<file path="src/hw/rtl/cau_pkg.sv">
package cau_pkg;

  localparam int PART_WIDTH = 16;
  localparam int FRAC_BITS  = 8;

  localparam int PROD_W = 2 * PART_WIDTH;
  localparam int SUM_W  = PROD_W + 1;
  localparam int MAG_W  = PROD_W;
  localparam int DEN_W  = PROD_W;
  localparam int REM_W  = DEN_W + 1;
  localparam int QB     = PART_WIDTH + 1;
  localparam int NW     = MAG_W + FRAC_BITS;
  localparam int CMP_W  = DEN_W + QB - FRAC_BITS + 1;
  localparam int IN_W   = ((2 + 4 * PART_WIDTH + 7) / 8) * 8;
  localparam int OUT_W  = ((2 + 2 * PART_WIDTH + 7) / 8) * 8;

  typedef enum logic [1:0] {
    CMD_ADD = 2'd0,
    CMD_SUB = 2'd1,
    CMD_MUL = 2'd2,
    CMD_DIV = 2'd3
  } cmd_t;

  localparam logic [1:0] ST_OK  = 2'd0;
  localparam logic [1:0] ST_SAT = 2'd1;
  localparam logic [1:0] ST_DZ  = 2'd2;

  typedef struct packed {
    logic             is_div;
    logic             dz;
    logic             neg_re;
    logic             neg_im;
    logic             ovf_re;
    logic             ovf_im;
    logic [DEN_W-1:0] den;
    logic [REM_W-1:0] r_re;
    logic [REM_W-1:0] r_im;
    logic [QB-1:0]    n_re;
    logic [QB-1:0]    n_im;
    logic [MAG_W-1:0] q_re;
    logic [MAG_W-1:0] q_im;
  } cau_cell_t;

endpackage

</file>
<file path="src/hw/rtl/cau_out.sv">
module cau_out
  import cau_pkg::*;
(
  input  logic                  clk,
  input  logic                  rst_n,
  input  logic                  up_valid,
  output logic                  up_ready,
  input  cau_cell_t             up_data,
  output logic                  out_valid,
  input  logic                  out_ready,
  output logic [PART_WIDTH-1:0] res_real,
  output logic [PART_WIDTH-1:0] res_imag,
  output logic [1:0]            status
);

  localparam logic [MAG_W-1:0] POS_LIM = MAG_W'((64'd1 << (PART_WIDTH - 1)) - 64'd1);
  localparam logic [MAG_W-1:0] NEG_LIM = MAG_W'(64'd1 << (PART_WIDTH - 1));

  logic                  v_r;
  logic [PART_WIDTH-1:0] re_r, im_r;
  logic [1:0]            st_r;
  logic [PART_WIDTH-1:0] re_c, im_c;
  logic                  sat_re, sat_im;
  logic [MAG_W-1:0]      m_re, m_im, c_re, c_im;

  assign up_ready  = !v_r || out_ready;
  assign out_valid = v_r;
  assign res_real  = re_r;
  assign res_imag  = im_r;
  assign status    = st_r;

  always_comb begin
    m_re   = up_data.ovf_re ? '1 : up_data.q_re;
    m_im   = up_data.ovf_im ? '1 : up_data.q_im;
    sat_re = up_data.neg_re ? (m_re > NEG_LIM) : (m_re > POS_LIM);
    sat_im = up_data.neg_im ? (m_im > NEG_LIM) : (m_im > POS_LIM);
    c_re   = sat_re ? (up_data.neg_re ? NEG_LIM : POS_LIM) : m_re;
    c_im   = sat_im ? (up_data.neg_im ? NEG_LIM : POS_LIM) : m_im;
    re_c   = up_data.neg_re ? PART_WIDTH'(-c_re) : PART_WIDTH'(c_re);
    im_c   = up_data.neg_im ? PART_WIDTH'(-c_im) : PART_WIDTH'(c_im);
  end

  always_ff @(posedge clk) begin
    if (!rst_n) begin
      v_r <= 1'b0;
    end else if (up_ready) begin
      v_r <= up_valid;
    end
  end

  always_ff @(posedge clk) begin
    if (up_ready && up_valid) begin
      if (up_data.dz) begin
        re_r <= '0;
        im_r <= '0;
        st_r <= ST_DZ;
      end else begin
        re_r <= re_c;
        im_r <= im_c;
        st_r <= (sat_re || sat_im) ? ST_SAT : ST_OK;
      end
    end
  end

  a_dz_zero: assert property (@(posedge clk) disable iff (!rst_n)
    out_valid && status == ST_DZ |-> res_real == '0 && res_imag == '0)
    else $error("divide by zero result not zero");

  a_st_code: assert property (@(posedge clk) disable iff (!rst_n)
    out_valid |-> status == ST_OK || status == ST_SAT || status == ST_DZ)
    else $error("bad status code");

  a_sat_bound: assert property (@(posedge clk) disable iff (!rst_n)
    out_valid && status == ST_SAT |->
      res_real == PART_WIDTH'(POS_LIM) || res_real == PART_WIDTH'(NEG_LIM) ||
      res_imag == PART_WIDTH'(POS_LIM) || res_imag == PART_WIDTH'(NEG_LIM))
    else $error("saturated result not at a bound");

endmodule

</file>
<file path="config.mk">
export PLATFORM = sky130hd
export DESIGN_NAME = cau_out
export DESIGN_NICKNAME = d
export VERILOG_FILES = /design/src/hw/rtl/cau_pkg.sv /design/src/hw/rtl/cau_out.sv
export SDC_FILE = /design/constraint.sdc
export NUM_CORES = 1
export LEC_CHECK = 0
export BUFFER_PORTS_ARGS = -buffer_cell sky130_fd_sc_hd__buf_2
export CAP_MARGIN = 20
export CORE_AREA = 2 2 94 96
export DETAILED_ROUTE_END_ITERATION = 16
export DIE_AREA = 0 0 96 98
export PLACE_DENSITY = 0.67
export SETUP_SLACK_MARGIN = 0.05
export SLEW_MARGIN = 40
export SYNTH_ARGS = -nofsm -noshare
export SYNTH_HDL_FRONTEND = slang
export SYNTH_SLANG_ARGS = --single-unit
export TNS_END_PERCENT = 20
</file>
<file path="constraint.sdc">
create_clock -name clk -period 5.5 [get_ports clk]
set_input_delay 0.275 -clock clk [delete_from_list [all_inputs] [get_ports clk]]
set_output_delay 0.275 -clock clk [all_outputs]
set_load 0.02 [all_outputs]
</file>
==> results of run 1 <==
-- layer usage --
metal / up-vias / track usage / wire [um]
met2: 173 / 0.227 / 3430
li1: 1342 / - / -
met5: - / 0 / 13
met3: 12 / 0.0463 / 954
met1: 1333 / 0.235 / 3400
met4: 2 / 0.0462 / 37
-- kinds of logic (layout without fill, tap and decap cells) --
logic type	count (synthesis)	count (layout)
simple gates	146	146
compound gates	73	73
flops	35	35
buf+inv	27	123
mux	10	10
xor+xnor	5	5
fa+ha+maj	2	2
other cells	0	1
-- placed cells by master, fill, tap and decap left out, drive strengths merged, types with 3 or more instances in the layout --
| master | instances |
|---|---|
| a211o | 3 |
| a211oi | 5 |
| a21o | 5 |
| a21oi | 16 |
| a221oi | 6 |
| a31oi | 3 |
| and2 | 6 |
| buf | 109 |
| clkbuf | 7 |
| edfxtp | 34 |
| inv | 6 |
| mux2i | 8 |
| nand2 | 16 |
| nand2b | 4 |
| nand3 | 8 |
| nand3b | 4 |
| nand4 | 7 |
| nor2 | 48 |
| nor2b | 3 |
| nor3 | 16 |
| nor4 | 18 |
| nor4b | 3 |
| o21ai | 11 |
| o31ai | 4 |
| o32ai | 4 |
| or2 | 3 |
| or3 | 3 |
| or4 | 3 |
| xnor2 | 4 |
-- critical path: cells and delay by family --
family | cells | cell delay, ns
AO/OA/AOI/OAI | 3 | 0.58
adder cells (fa/ha/maj) | 1 | 0.26
buffers and inverters | 1 | 0.27
multiplexers | 1 | 0.30
AND/OR/NAND/NOR | 6 | 1.77
-- per-stage QoR --
| stage | cells | util |
|---|---|---|
| CTS | 502 | 0.395 |
| global route | 502 | 0.395 |
| detailed placement | 494 | 0.384 |
| floorplan | 298 | - |
| finish | 503 | 0.395 |
| global placement | 494 | 0.384 |
-- sequential cells by signal, indices dropped and copies added (netlist names) --
register and cells:
out_valid 1, res_real 16, res_imag 16, status 2
-- worst max-delay path by stage --
| stage | endpoint | cells after the start |
|---|---|---|
| floorplan | res_imag[8] | 15 |
| global placement | res_real[4] | 11 |
| detailed placement | res_real[4] | 11 |
| CTS | res_real[4] | 11 |
| global route | res_imag[8] | 13 |
| finish | res_real[12] | 12 |
-- layout make-up --
| type | count | share of cell area |
|---|---|---|
| inverter | 6 | 0.00674 |
| sequential | 35 | 0.311 |
| antenna | 1 | 0.000749 |
| timing repair buffer | 109 | 0.164 |
| tap | 108 | 0.0404 |
| clock inverter | 1 | 0.00150 |
| clock buffer | 7 | 0.0258 |
| multi-input combinational | 236 | 0.449 |
-- power by group through the flow --
stage,Combinational (uW),Clock (uW),Sequential [uW]
CTS,157,203,318
global placement,153,0,324
floorplan,66.1,0,347
global route,172,210,319
finish,157,197,318
detailed placement,157,0,324
==> impl_metrics.json, run 1 <==
{
  "die_h_um": 98,
  "placed_area_um2": 3250,
  "r2r-start": "out_valid",
  "overflow": 0,
  "path_cells": "buf_2 > nor4_2 > nand4_1 > o22ai_2 > and2_1 > mux2_2 > ha_1 > nand4_1 > nor2_1 > nor2b_1 > o32ai_1 > a21oi_1",
  "synthToLayoutAreaGrowth_pct": 24.9,
  "avgSynthCellArea_um2": 8.99,
  "antenna_found_initial": 2,
  "worst_slew_pin_slew_ns": 0.684,
  "final_area_um2": 3340,
  "worst_setup_path_start_kind": "primary input",
  "die_area_um2": 9410,
  "synth_compound_area_frac": 0.193,
  "grt_setup_unrepaired": "no",
  "clkLatencyLatePin_ns": 0.29,
  "min_to": "out_valid",
  "grt_max_degree": 35,
  "critical_path.startpoint": "up_data[197]",
  "synth_edf_count": 34,
  "tritoncts": "yes",
  "ff_latch_area_um2": 1040,
  "yosys.area_share.adder": 0.00935,
  "synth_fp_nets": 506,
  "vias_per_cell": 5.69,
  "h-tree-depth": 2,
  "dp_hpwl_mm": 5.83,
  "hold_violations": 0,
  "pin_count": 242,
  "coreArea_um2": 8470,
  "slew_headroom": 0.544,
  "whs_ns": 0.237,
  "synth_top_area_cell": "edfxtp_1",
  "maxCapViolCount": 0,
  "postRouteAntennaNets": 0,
  "post-cts-setup-buffer-count": 0,
  "remaining_drc_errors": 0,
  "outcome": "finished, final reports clean",
  "worst_slack_ns": 2.05,
  "worstPathArrival_ns": 3.46,
  "yosys.area_share.simple": 0.305,
  "pwr-share-comb": 0.234,
  "setup_viol": 0,
  "p_sw_frac": 0.298,
  "die_w_um": 96,
  "row_count": 34,
  "period_share": 0.627,
  "reg2reg_slack_ns": 4.23,
  "p_int_uw": 472,
  "yosysSeqAreaShare": 0.389,
  "drt_first_iter_violations": 232,
  "period_minus_slack_ns": 3.45,
  "drv_slew": 0,
  "cts_resized": 0,
  "place_congestion": 0.868,
  "cts_made_buffers": 5,
  "portBuffers": 108,
  "yosys-top-cells-area": "edfxtp_1, nor2_1, nor4_1",
  "p_total_uw": 672,
  "layout.nets": 601,
  "synth_ff_type": "edfxtp_1",
  "crit_slowest_cell": "and2_1",
  "reg2regPathDepth": 3,
  "tns_ns": 0,
  "clkTransAtPathRegs_ns": 0.07,
  "root_buffer": "clkbuf_8",
  "grt.total_usage": 0.160,
  "synth_most_common_cell": "nor2_1",
  "leakagePower_uw": 0.00131,
  "grt_pass1_wl_mm": 12.0,
  "p_per_area_nw_per_um2": 201,
  "crit_top_cell": "nand4_1",
  "p_switching_uw": 200,
  "yosysUniqueCellTypes": 59,
  "drt_first_pass_iters": 5,
  "synth_cells": 298,
  "cts_buffer_depth": 2,
  "synth_xor_area_frac": 0.0164,
  "start_util": 0.316,
  "async_flop_share": 0,
  "vias": 2862,
  "endpoint_kind": "flip-flop",
  "routed_wl_mm": 7.83,
  "fin_skew_ns": 0.00519,
  "cts_hold_buf": 0,
  "multi_input_area_um2": 1500,
  "fmax_mhz": 290,
  "muxShareOfSynthArea": 0.0383,
  "synth_top_family_by_area": "simple AND/OR/NAND/NOR gates",
  "drive_gt1_frac": 0.338,
  "wire_per_inst_um": 15.6,
  "yosysTopAreaCellShare": 0.381,
  "hold_class": "in2reg",
  "syn_area_um2": 2680,
  "yosysWarnings": 0,
  "pwr-share-seq": 0.473,
  "min_from": "rst_n",
  "cts_sinks": 35,
  "synthTopCellsByCount": "nor2_1, edfxtp_1, a21oi_1, nand2_1",
  "pre_cts_slack_ns": 1.85,
  "nFillCells": 856,
  "worstSetupPathType": "in2reg",
  "r2r_end": "res_real[3]",
  "ys_ff_latch": 35,
  "worstPathMaxFanout": 28,
  "critPathMaxStageDelay_ns": 0.61,
  "grt_pass1_vias": 2498,
  "min_path_cells": 2,
  "required_ns": 5.51,
  "ir_worst_vdd_v": 0.0000831,
  "p_clk_frac": 0.293
}
Note: power is estimated with default switching activity, not from simulation.
==> run 2, diff against run 1 <==
- clock period: 5.5 -> 3.4 ns (I/O delays scaled with it)
==> impl_metrics.json, run 2 (same netlist as run 1, synthesis figures left out) <==
{
  "overflow": 0,
  "drv_slew": 0,
  "r2r_end": "status[0]",
  "grt_setup_unrepaired": "no",
  "h-tree-depth": 2,
  "crit_top_cell": "and2_1",
  "coreArea_um2": 8470,
  "drt_first_pass_iters": 5,
  "worstSetupPathType": "in2reg",
  "period_minus_slack_ns": 2.66,
  "cts_made_buffers": 5,
  "cts_buffer_depth": 2,
  "postRouteAntennaNets": 0,
  "grt.total_usage": 0.164,
  "cts_resized": 0,
  "reg2reg_slack_ns": 2.13,
  "worstPathArrival_ns": 2.76,
  "cp_num_cells": 11,
  "fin_skew_ns": 0.00692,
  "outcome": "finished, final reports clean",
  "worst_slew_pin_slew_ns": 0.625,
  "reg2regPathDepth": 3,
  "vias_per_cell": 5.50,
  "grt_pass1_vias": 2453,
  "die_area_um2": 9410,
  "path_cells": "buf_2 > nor4_2 > nand4_1 > o22ai_2 > and2_1 > mux2_2 > ha_1 > and2_1 > a31oi_1 > o41ai_1 > a221oi_1",
  "pin_count": 242,
  "layout.nets": 610,
  "tritoncts": "yes",
  "clkTransAtPathRegs_ns": 0.08,
  "leakagePower_uw": 0.00137,
  "whs_ns": 0.130,
  "synthToLayoutAreaGrowth_pct": 27.9,
  "required_ns": 3.50,
  "grt_pass1_wl_mm": 12.2,
  "crit_slowest_cell": "nor4_2",
  "min_path_cells": 2,
  "hold_violations": 0,
  "routed_wl_mm": 7.91,
  "cts_sinks": 35,
  "start_util": 0.316,
  "maxCapViolCount": 0,
  "r2r-start": "out_valid",
  "slew_headroom": 0.584,
  "ir_worst_vdd_v": 0.000126,
  "drive_gt1_frac": 0.352,
  "clkLatencyLatePin_ns": 0.29,
  "crit_buf_inv": 1,
  "fmax_mhz": 376,
  "final_common_cell": "buf_2",
  "antenna_cells": 0,
  "post-cts-setup-buffer-count": 0,
  "min_from": "rst_n",
  "worstPathMaxFanout": 12,
  "grt_max_degree": 35,
  "period_share": 0.782,
  "p_total_uw": 1140,
  "setup_viol": 0,
  "p_per_area_nw_per_um2": 334,
  "remaining_drc_errors": 0,
  "antenna_found_initial": 0,
  "die_h_um": 98,
  "dp_hpwl_mm": 6.03,
  "tns_ns": 0,
  "crit_family": "simple AND/OR/NAND/NOR gates",
  "wire_per_inst_um": 15.5,
  "vias": 2811,
  "endpoint_kind": "flip-flop",
  "min_to": "out_valid",
  "row_count": 34,
  "layout_common_cells": "buf_2, nor2_1, edfxtp_1, nand2_1, a21oi_1",
  "die_w_um": 96,
  "root_buffer": "clkbuf_8",
  "place_congestion": 0.877,
  "drt_first_iter_violations": 182,
  "hold_class": "in2reg",
  "portBuffers": 108,
  "critPathMaxStageDelay_ns": 0.47,
  "cts_hold_buf": 0,
  "worst_setup_path_start_kind": "primary input"
}
-- run 2: worst register-to-register path, delay by kind of cell, from the launching register on --
family,cells,cell delay (ns)
flip-flops,1,0.31
AND/OR/NAND/NOR,2,0.22
buffers and inverters,1,0.39
-- run 2: worst max-delay path by stage --
stage	startpoint	to	slack [ns]
global route	up_data[4]	res_imag[8]	0.48
detailed placement	up_data[197]	res_real[4]	0.45
CTS	up_data[197]	res_real[4]	0.76
global placement	up_data[30]	res_imag[12]	0.50
floorplan	up_data[30]	res_imag[8]	0.53
finish	up_data[197]	res_real[4]	0.74
-- run 2: final cells by class --
type / count / area, um2
fillers: 876 / 5040
inverters: 6 / 22.5
clock inverters: 3 / 38.8
clock buffers: 5 / 68.8
multi-input cells: 236 / 1500
well taps: 108 / 135
flip-flops and latches: 35 / 1040
repair buffers: 118 / 616
-- run 2: layer usage --
layer | vias to the layer above | share of wire | track usage
met4 | 0 | 0.012 | 0.0473
met5 | - | 0 | 0
met1 | 1278 | 0.45 | 0.249
met2 | 152 | 0.42 | 0.224
met3 | 9 | 0.12 | 0.0440
li1 | 1372 | - | -
-- run 2: through the flow --
stage	area, um2	utilization	setup slack [ns]	instances
4_1_cts	3420	0.405	0.764	511
3_5_place_dp	3320	0.392	0.447	503
5_1_grt	3420	0.405	0.478	511
6_report	3420	0.405	0.741	511
3_3_place_gp	3320	0.392	0.495	503
2_1_floorplan	2680	-	0.533	298
-- run 2: power breakdown --
group	internal, uW	total (uW)	switching (uW)
Sequential	508	514	6.45
Clock	215	372	158
Combinational	94.6	257	163
Total	817	1140	327
