## src/hw/rtl/cau_pkg.sv

```systemverilog
package cau_pkg;

  localparam int PART_WIDTH = 16;
  localparam int FRAC_BITS  = 8;

  localparam int PROD_W = 2 * PART_WIDTH;
  localparam int SUM_W  = PROD_W + 1;
  localparam int MAG_W  = PROD_W;
  localparam int DEN_W  = PROD_W;
  localparam int REM_W  = DEN_W + 1;
  localparam int QB     = PART_WIDTH + 1;
  localparam int NW     = MAG_W + FRAC_BITS;
  localparam int CMP_W  = DEN_W + QB - FRAC_BITS + 1;
  localparam int IN_W   = ((2 + 4 * PART_WIDTH + 7) / 8) * 8;
  localparam int OUT_W  = ((2 + 2 * PART_WIDTH + 7) / 8) * 8;

  typedef enum logic [1:0] {
    CMD_ADD = 2'd0,
    CMD_SUB = 2'd1,
    CMD_MUL = 2'd2,
    CMD_DIV = 2'd3
  } cmd_t;

  localparam logic [1:0] ST_OK  = 2'd0;
  localparam logic [1:0] ST_SAT = 2'd1;
  localparam logic [1:0] ST_DZ  = 2'd2;

  typedef struct packed {
    logic             is_div;
    logic             dz;
    logic             neg_re;
    logic             neg_im;
    logic             ovf_re;
    logic             ovf_im;
    logic [DEN_W-1:0] den;
    logic [REM_W-1:0] r_re;
    logic [REM_W-1:0] r_im;
    logic [QB-1:0]    n_re;
    logic [QB-1:0]    n_im;
    logic [MAG_W-1:0] q_re;
    logic [MAG_W-1:0] q_im;
  } cau_cell_t;

endpackage

```

## src/hw/rtl/cau_div_cell.sv

```systemverilog
module cau_div_cell
  import cau_pkg::*;
(
  input  logic      clk,
  input  logic      rst_n,
  input  logic      up_valid,
  output logic      up_ready,
  input  cau_cell_t up_data,
  output logic      dn_valid,
  input  logic      dn_ready,
  output cau_cell_t dn_data
);

  logic      v_r;
  cau_cell_t d_r;
  cau_cell_t d_nxt;
  logic [REM_W-1:0] t_re, t_im;
  logic b_re, b_im;

  assign up_ready = !v_r || dn_ready;
  assign dn_valid = v_r;
  assign dn_data  = d_r;

  // one restoring step per part: bring down the next dividend bit
  always_comb begin
    d_nxt = up_data;
    t_re  = {up_data.r_re[REM_W-2:0], up_data.n_re[QB-1]};
    t_im  = {up_data.r_im[REM_W-2:0], up_data.n_im[QB-1]};
    b_re  = t_re >= REM_W'(up_data.den);
    b_im  = t_im >= REM_W'(up_data.den);
    if (up_data.is_div) begin
      d_nxt.r_re = b_re ? t_re - REM_W'(up_data.den) : t_re;
      d_nxt.r_im = b_im ? t_im - REM_W'(up_data.den) : t_im;
      d_nxt.n_re = up_data.n_re << 1;
      d_nxt.n_im = up_data.n_im << 1;
      d_nxt.q_re = {up_data.q_re[MAG_W-2:0], b_re};
      d_nxt.q_im = {up_data.q_im[MAG_W-2:0], b_im};
    end
  end

  always_ff @(posedge clk) begin
    if (!rst_n) begin
      v_r <= 1'b0;
    end else if (up_ready) begin
      v_r <= up_valid;
    end
  end

  always_ff @(posedge clk) begin
    if (up_ready && up_valid) d_r <= d_nxt;
  end

endmodule

```

## config.mk

```make
export PLATFORM = sky130hd
export DESIGN_NAME = cau_div_cell
export DESIGN_NICKNAME = d
export VERILOG_FILES = /design/src/hw/rtl/cau_pkg.sv /design/src/hw/rtl/cau_div_cell.sv
export SDC_FILE = /design/constraint.sdc
export NUM_CORES = 1
export LEC_CHECK = 0
export BUFFER_PORTS_ARGS = -buffer_cell sky130_fd_sc_hd__buf_4
export CELL_PAD_IN_SITES_DETAIL_PLACEMENT = 2
export CELL_PAD_IN_SITES_GLOBAL_PLACEMENT = 2
export CORE_MARGIN = 3
export CORE_UTILIZATION = 29
export CTS_BUF_LIST = sky130_fd_sc_hd__clkbuf_4
export DETAILED_ROUTE_END_ITERATION = 10
export GPL_ROUTABILITY_DRIVEN = 0
export HOLD_SLACK_MARGIN = 0.12
export PLACE_DENSITY = 0.85
export RECOVER_POWER = 25
export SLEW_MARGIN = 20
export SYNTH_ARGS = -nofsm -noshare
export SYNTH_HDL_FRONTEND = slang
export SYNTH_SLANG_ARGS = --single-unit
```

## constraint.sdc

```tcl
create_clock -name clk -period 5.75 [get_ports clk]
set_clock_uncertainty 0.1 [all_clocks]
set_input_delay 0.8625 -clock clk [delete_from_list [all_inputs] [get_ports clk]]
set_output_delay 0.8625 -clock clk [all_outputs]
set_load 0.01 [all_outputs]
```

==> results of run 1 <==
[power by group through the flow]
stage / sequential (mW) / clock, mW / combinational (mW)
final: 1.83 / 1.41 / 1.19
after global routing: 1.84 / 1.52 / 1.30
after CTS: 1.83 / 1.45 / 1.21
after detailed placement: 1.85 / 0 / 1.18
after global placement: 1.85 / 0 / 1.14
after floorplan: 1.91 / 0 / 0.584
[worst max-delay path by stage]
stage               slack, ps           end  cells past startpoint          from
finish                   1080  dn_data[110]                     14  up_data[172]
global route              840  dn_data[110]                     14  up_data[172]
CTS                      1450  dn_data[110]                     14  up_data[172]
detailed placement       1230   dn_data[99]                     13  up_data[171]
global placement         1370   dn_data[99]                     13  up_data[172]
floorplan                1660    dn_data[0]                      2      dn_ready
[registers in the layout (all words and copies together) (netlist names)]
register	cells
dn_valid	1
dn_data	202
[per-stage QoR]
step | hold slack (ps) | util (%)
after floorplan | 509.4 | -
after global placement | 420.1 | 38.43
after detailed placement | 455.6 | 38.43
after CTS | 120.6 | 40.76
after global routing | 162.3 | 40.46
final | 243.5 | 40.47
[area by class of cell]
class,count,area [sq um]
fill,4475,24580
inverter,50,187.7
clock inverter,16,72.57
clock buffer,85,638.1
tap,532,665.6
antenna,18,45.04
timing repair buffer,439,3208
sequential,203,6086
multi-input combinational,817,5809
[worst reg2reg max path: cells and delay by family (launching register included)]
kind / cells / cell delay, ps
flops: 1 / 310
simple gates: 2 / 2300
buf+inv: 1 / 850
[cell usage in the layout (no fill, tap or decap), types with 32 or more instances in the layout]
| master | synthesis | routed |
|---|---|---|
| a21oi_1 | 135 | 135 |
| buf_4 | 1 | 353 |
| clkbuf_1 | 37 | 45 |
| clkbuf_4 | 0 | 99 |
| edfxtp_1 | 202 | 202 |
| ha_1 | 64 | 64 |
| inv_1 | 50 | 50 |
| mux2_2 | 95 | 92 |
| nand2_1 | 62 | 62 |
| nor2_1 | 101 | 101 |
| o21ai_0 | 43 | 43 |
| xnor2_1 | 32 | 32 |
[per-layer routing]
metal,vias to the layer above,part of all wire (%),global-route usage (%)
met3,107,6.8,6.239
met4,2,4.6,11.69
met2,385,53,44.84
met5,-,0.036,0
li1,5143,-,-
met1,5600,36,25.05
[logic make-up (layout without fill, tap and decap cells)]
kind of cell / Yosys count / after routing / share of synthesized area [%]
buf+inv: 101 / 590 / 3.340
other cells: 0 / 18 / 0
simple gates: 272 / 272 / 10.47
compound gates: 298 / 298 / 14.64
fa+ha+maj: 66 / 66 / 6.844
flops: 203 / 203 / 49.54
mux: 127 / 127 / 11.33
xor+xnor: 54 / 54 / 3.850
==> summary.txt, run 1 <==
Clock tree
  • Post-CTS resize count: 0
  • # hold bufs at CTS: 25
  • CTS clock-pin slew for the worst setup and hold paths: 70 ps
  • Root Buffer: clkbuf_4
  • Clk buf depth: 3
  • TritonCTS clock tree: yes
  • CTS Buf Count: 59
  • Post-CTS Setup Inserts: 0
  • Worst skew pair latency: 720 ps
  • Htree depth: 2
  • Clock Sinks: 203

STA
  • Slew @ Worst Pin: 3047 ps
  • Final setup vio count: 0
  • Worst Setup Slack, final: 1081 ps
  • Pins Over Slew Limit: 119
  • RSZ-0062 raised after global routing: no
  • Final Hold Vio Count: 0
  • Period utilization: 81.20%
  • Max frequency: 214.2 MHz
  • Crit path time final: 4669 ps
  • Slew margin rel.: -103.1%
  • Setup TNS: 0 ps

Outcome
  • Outcome: finished with violations
  • Failing checks: max-capacitance violations, max-slew violations

Detailed routing
  • Drt first pass iters: 4
  • DRC errors left: 0
  • Drt wl/cell: 25.95 microns
  • Vias: 11,240
  • Starting DRT DRC Count: 641
  • Routed Antenna Nets: 0
  • Final wirelength: 56.06 mm
  • Routed vias/inst: 5.202

Placement
  • Placed Instances: 2,016
  • Dpl ws: 1233 ps
  • I/O Buffers: 409
  • Dpl cell area: 0.01587 sq mm
  • Final HPWL DP: 42.45 mm

Die
  • Die ar.: 0.04487 sq mm
  • Core Region: 0.04129 sq mm
  • Die H: 211.8 microns
  • Rows: 74
  • Die span in x: 211.8 microns
  • # IOs: 410
  • Initial cell density of the core: 29.75%

Logic synthesis
  • Main area contributors after synthesis: edfxtp_1 49%, mux2_2 8.7%, ha_1 6.5%
  • Syn Inst Count: 1,121
  • Synth Warn #: 0
  • Mapped Area: 0.01229 sq mm
  • Register area share after synthesis: 49.54%
  • #FFs+latches synth: 203
  • Primary FF master, synth: edfxtp_1
  • Number of flops mapped to enable cells by yosys: 202
  • Area share of the largest cell type after synthesis: 49.37%
  • Syn_nets: 1,393
  • Area leader, netlist: edfxtp_1
  • Synth cell count leaders: 202 x edfxtp_1, 135 x a21oi_1, 101 x nor2_1
  • Syn avg cell area: 10.96 sq um
  • Count leader, synth: edfxtp_1
  • Asr flop ratio synth: 0%
  • Yosys cell types: 64

Power and ir drop
  • Leak: 6.963 nW
  • Clock share of power: 31.7%
  • Switching part of the total power: 32.96%
  • Worst vdd ir: 0.1211 mV
  • Power Density: 264.8 mW/mm^2
  • Psw: 1.459 mW
  • Logic pwr share: 27.0%
  • Reg power frac: 41.3%
  • Internal power: 2.967 mW
  • Final total power: 4.426 mW

GRT
  • Largest net degree at the start of global routing: 120
  • Vias in the first global route: 12,360
  • Initial antenna violation count: 17
  • First-pass GRT wire length: 80.37 mm
  • Grt ovf: 0
  • Tot GR Track Use: 24.06%

Hold path
  • Worst Hold Path EP: dn_data[192]
  • Min-Delay Path Class: primary input to flop
  • Hold Path Depth: 1
  • Min-delay src: up_data[192]

Final layout
  • Area delta synth->final: 36.03%
  • Final Instance Area: 0.01671 sq mm
  • Filler-free cell count of the finished design: 2,160
  • NumNets Final: 1,842
  • Layout cells sized above 1: 34.53%

Flow run
  • Number of max-cap violations: 2

Worst setup path
  • Crit-path slowest cell: dlygate4sd3_1
  • WP buf/inv: 4
  • Worst EP required: 6040 ps
  • Reg2Reg Depth: 3
  • Crit-path leading delay family: buffers and inverters
  • FF-to-FF setup slack: 1860 ps
  • Critical-path maximum fanout: 23
  • FF-to-FF End: dn_data[5]
  • Startpoint Class: primary input
  • CP Cell Sequence: dlygate4sd3_1 > clkbuf_1 > inv_1 > ha_1 > and4_1 > and4_1 > a21boi_2 > nor2_1 > o211ai_1 > a21oi_1 > o221ai_4 > buf_4 > mux2i_1 > a21oi_1
  • Worst r2r src: dn_valid
  • Worst EP arrival: 4960 ps
  • Critical Path End Type: flop
  • Critical Path Max Stage Delay: 550 ps
  • Critical path class: primary input to flop
(Power assumes the default switching activity.)
==> run 2: changes to the inputs <==
--- a/config.mk
+++ b/config.mk
@@ -9,12 +9,12 @@
 export CELL_PAD_IN_SITES_DETAIL_PLACEMENT = 2
 export CELL_PAD_IN_SITES_GLOBAL_PLACEMENT = 2
 export CORE_MARGIN = 3
-export CORE_UTILIZATION = 29
+export CORE_UTILIZATION = 32
 export CTS_BUF_LIST = sky130_fd_sc_hd__clkbuf_4
 export DETAILED_ROUTE_END_ITERATION = 10
 export GPL_ROUTABILITY_DRIVEN = 0
 export HOLD_SLACK_MARGIN = 0.12
-export PLACE_DENSITY = 0.85
+export PLACE_DENSITY = 0.89
 export RECOVER_POWER = 25
 export SLEW_MARGIN = 20
 export SYNTH_ARGS = -nofsm -noshare
==> constraint.sdc (replaced) <==
create_clock -name clk -period 4.7 [get_ports clk]
set_clock_uncertainty 0.1 [all_clocks]
set_input_delay 0.705 -clock clk [delete_from_list [all_inputs] [get_ports clk]]
set_output_delay 0.705 -clock clk [all_outputs]
set_load 0.01 [all_outputs]
==> summary.txt, run 2 (synthesis gave the netlist of run 1 again) <==
Die
  • Die ar.: 0.04078 sq mm (-9.1%)
  • Core Region: 0.03776 sq mm (-8.6%)
  • Die span in x: 201.9 microns (-4.7%)
  • Rows: 71 (-4.1%)
  • Initial cell density of the core: 32.54% (+2.8 points)
  • Die H: 201.9 microns (-4.7%)
  • # IOs: 410 (unchanged)

Power and ir drop
  • Leak: 7.679 nW (+10%)
  • Clock share of power: 33.4% (+1.7 points)
  • Worst vdd ir: 0.1615 mV (+33%)
  • Psw: 2.348 mW (+61%)
  • Power Density: 336.9 mW/mm^2 (+27%)
  • Switching part of the total power: 38.20% (+5.2 points)
  • Final total power: 6.146 mW (+39%)
  • Logic pwr share: 29.5% (+2.5 points)
  • Reg power frac: 37.1% (-4.2 points)
  • Internal power: 3.798 mW (+28%)

Worst setup path
  • Crit-path slowest cell: a21oi_1
  • Critical path class: primary input to flop
  • Most frequent cell on the critical path: a21oi_1
  • Critical Path Max Stage Delay: 630 ps (+80 ps)
  • Critical-path maximum fanout: 39 (+70%)
  • Worst EP arrival: 5630 ps (+670 ps)
  • Worst EP required: 5130 ps (-910 ps)
  • CP Cell Sequence: dlygate4sd3_1 > clkbuf_1 > inv_1 > ha_1 > a21o_1 > a21oi_1 > a21boi_2 > nor2_1 > o211ai_1 > a21oi_1 > o221ai_4 > buf_12 > mux2i_1 > a21oi_1
  • Critical Path End Type: flop
  • Startpoint Class: primary input

Clock tree
  • Worst skew pair latency: 780 ps (+60 ps)
  • Htree depth: 2 (unchanged)
  • TritonCTS clock tree: yes
  • Root Buffer: clkbuf_4
  • CTS Buf Count: 60 (+1.7%)
  • Post-CTS resize count: 0 (unchanged)
  • Clk buf depth: 3 (unchanged)
  • CTS clock-pin slew for the worst setup and hold paths: 100 ps (+30 ps)
  • Clock Sinks: 203 (unchanged)

Final layout
  • Utilization after layout: 48.32% (+7.9 points)
  • NumNets Final: 1,986 (+7.8%)
  • Final Instance Area: 0.01824 sq mm (+9.2%)
  • # fillers: 3,904 (-13%)
  • Max reg flops: 202 (unchanged)
  • Filler-free cell count of the finished design: 2,288 (+5.9%)
  • Area delta synth->final: 48.50%
  • Layout cells sized above 1: 32.23% (-2.3 points)
  • Most frequent cells in the layout: 377 x buf_4, 202 x edfxtp_1, 164 x dlygate4sd3_1
  • Most common cell after layout, fill and taps aside: buf_4

STA
  • Pins Over Slew Limit: 183 (+54%)
  • Slew @ Worst Pin: 2828 ps (-218.6 ps)
  • Slew margin rel.: -88.54% (+15 points)
  • Max frequency: 192.6 MHz
  • Final Hold Vio Count: 0 (unchanged)
  • Crit path time final: 5193 ps
  • Period utilization: 110.5%
  • Final setup vio count: 32 (+32)
  • Worst Setup Slack, final: -492.6 ps (-1573 ps)
  • Final hold slack: 127.5 ps (-116.0 ps)

GRT
  • Tot GR Track Use: 34.56% (+10 points)
  • Initial antenna violation count: 14 (-3)
  • Largest net degree at the start of global routing: 129 (+7.5%)
  • Vias in the first global route: 14,230 (+15%)
  • First-pass GRT wire length: 104.6 mm (+30%)
  • Grt ovf: 0 (unchanged)

Detailed routing
  • Final wirelength: 83.15 mm (+48%)
  • Drt first pass iters: 6 (+2)
  • Drt wl/cell: 36.34 microns (+40%)
  • DRC errors left: 0 (unchanged)
  • Routed Antenna Nets: 0 (unchanged)
  • Vias: 13,730 (+22%)
  • Starting DRT DRC Count: 1,589 (+150%)
  • Routed vias/inst: 6.003 (+15%)

Hold path
  • Min-Delay Path Class: primary input to flop

Flow run
  • Number of max-cap violations: 2 (unchanged)

Placement
  • I/O Buffers: 409 (unchanged)
  • Placed Instances: 1,999 (-0.84%)
  • Final HPWL DP: 43.23 mm (+1.8%)
  • Dpl cell area: 0.01591 sq mm (+0.26%)

Outcome
  • Outcome: finished with violations
  • Failing checks: max-capacitance violations, max-slew violations, negative setup slack
==> run 2: worst max-delay path: cells and delay by family <==
family	cells	cell delay (ps)
compound gates	7	2730
fa+ha+maj	1	460
buf+inv	4	1200
mux	1	190
simple gates	1	260
==> run 2: power by group through the flow <==
stage | Sequential, mW | Combinational [mW] | Clock [mW]
after floorplan | 2.33 | 0.714 | 0
after global placement | 2.26 | 1.38 | 0
after detailed placement | 2.27 | 1.45 | 0
after CTS | 2.24 | 1.60 | 1.79
after global routing | 2.28 | 1.88 | 2.10
final | 2.28 | 1.81 | 2.06
==> run 2: final timing paths <==
check / start / to / slack [ps] / cells after the start
setup / recovery: up_data[167] / dn_data[111] / -490 / 14
hold / removal: up_data[49] / dn_data[49] / 130 / 2
setup reg to reg: dn_valid / dn_data[151] / 1740 / 3
hold reg to reg: dn_valid / dn_data[45] / 1140 / 3
==> run 2: layer usage <==
layer / vias to the layer above / GRT usage, % / share of wire, %
li1: 5437 / - / -
met4: 0 / 19.06 / 7.8
met5: - / 0 / 0
met3: 374 / 6.990 / 8.5
met1: 6897 / 39.43 / 35
met2: 1026 / 60.64 / 48
==> run 2: final cells by class <==
class	instances	area [sq um]	area share, %
sequential	203	6086	33.36
antenna	18	45.04	0.2469
inverter	50	187.7	1.029
multi-input combinational	817	5802	31.80
timing repair buffer	582	4730	25.92
clock inverter	16	71.32	0.3909
tap	511	639.4	3.505
clock buffer	91	683.2	3.745
==> run 2: stage by stage <==
| step | setup WS [ps] | setup TNS (ps) |
|---|---|---|
| 2_1_floorplan | 765.4 | 0 |
| 3_3_place_gp | 627.4 | 0 |
| 3_5_place_dp | 537.0 | 0 |
| 4_1_cts | 820.5 | 0 |
| 5_1_grt | -373.8 | -2492 |
| 6_report | -492.6 | -5757 |
==> run 2: what timing repair did <==
action                                 CTS  global route
hold buffers                           161             3
buffers inserted                         0             0
endpoints found under the hold margin  134             3
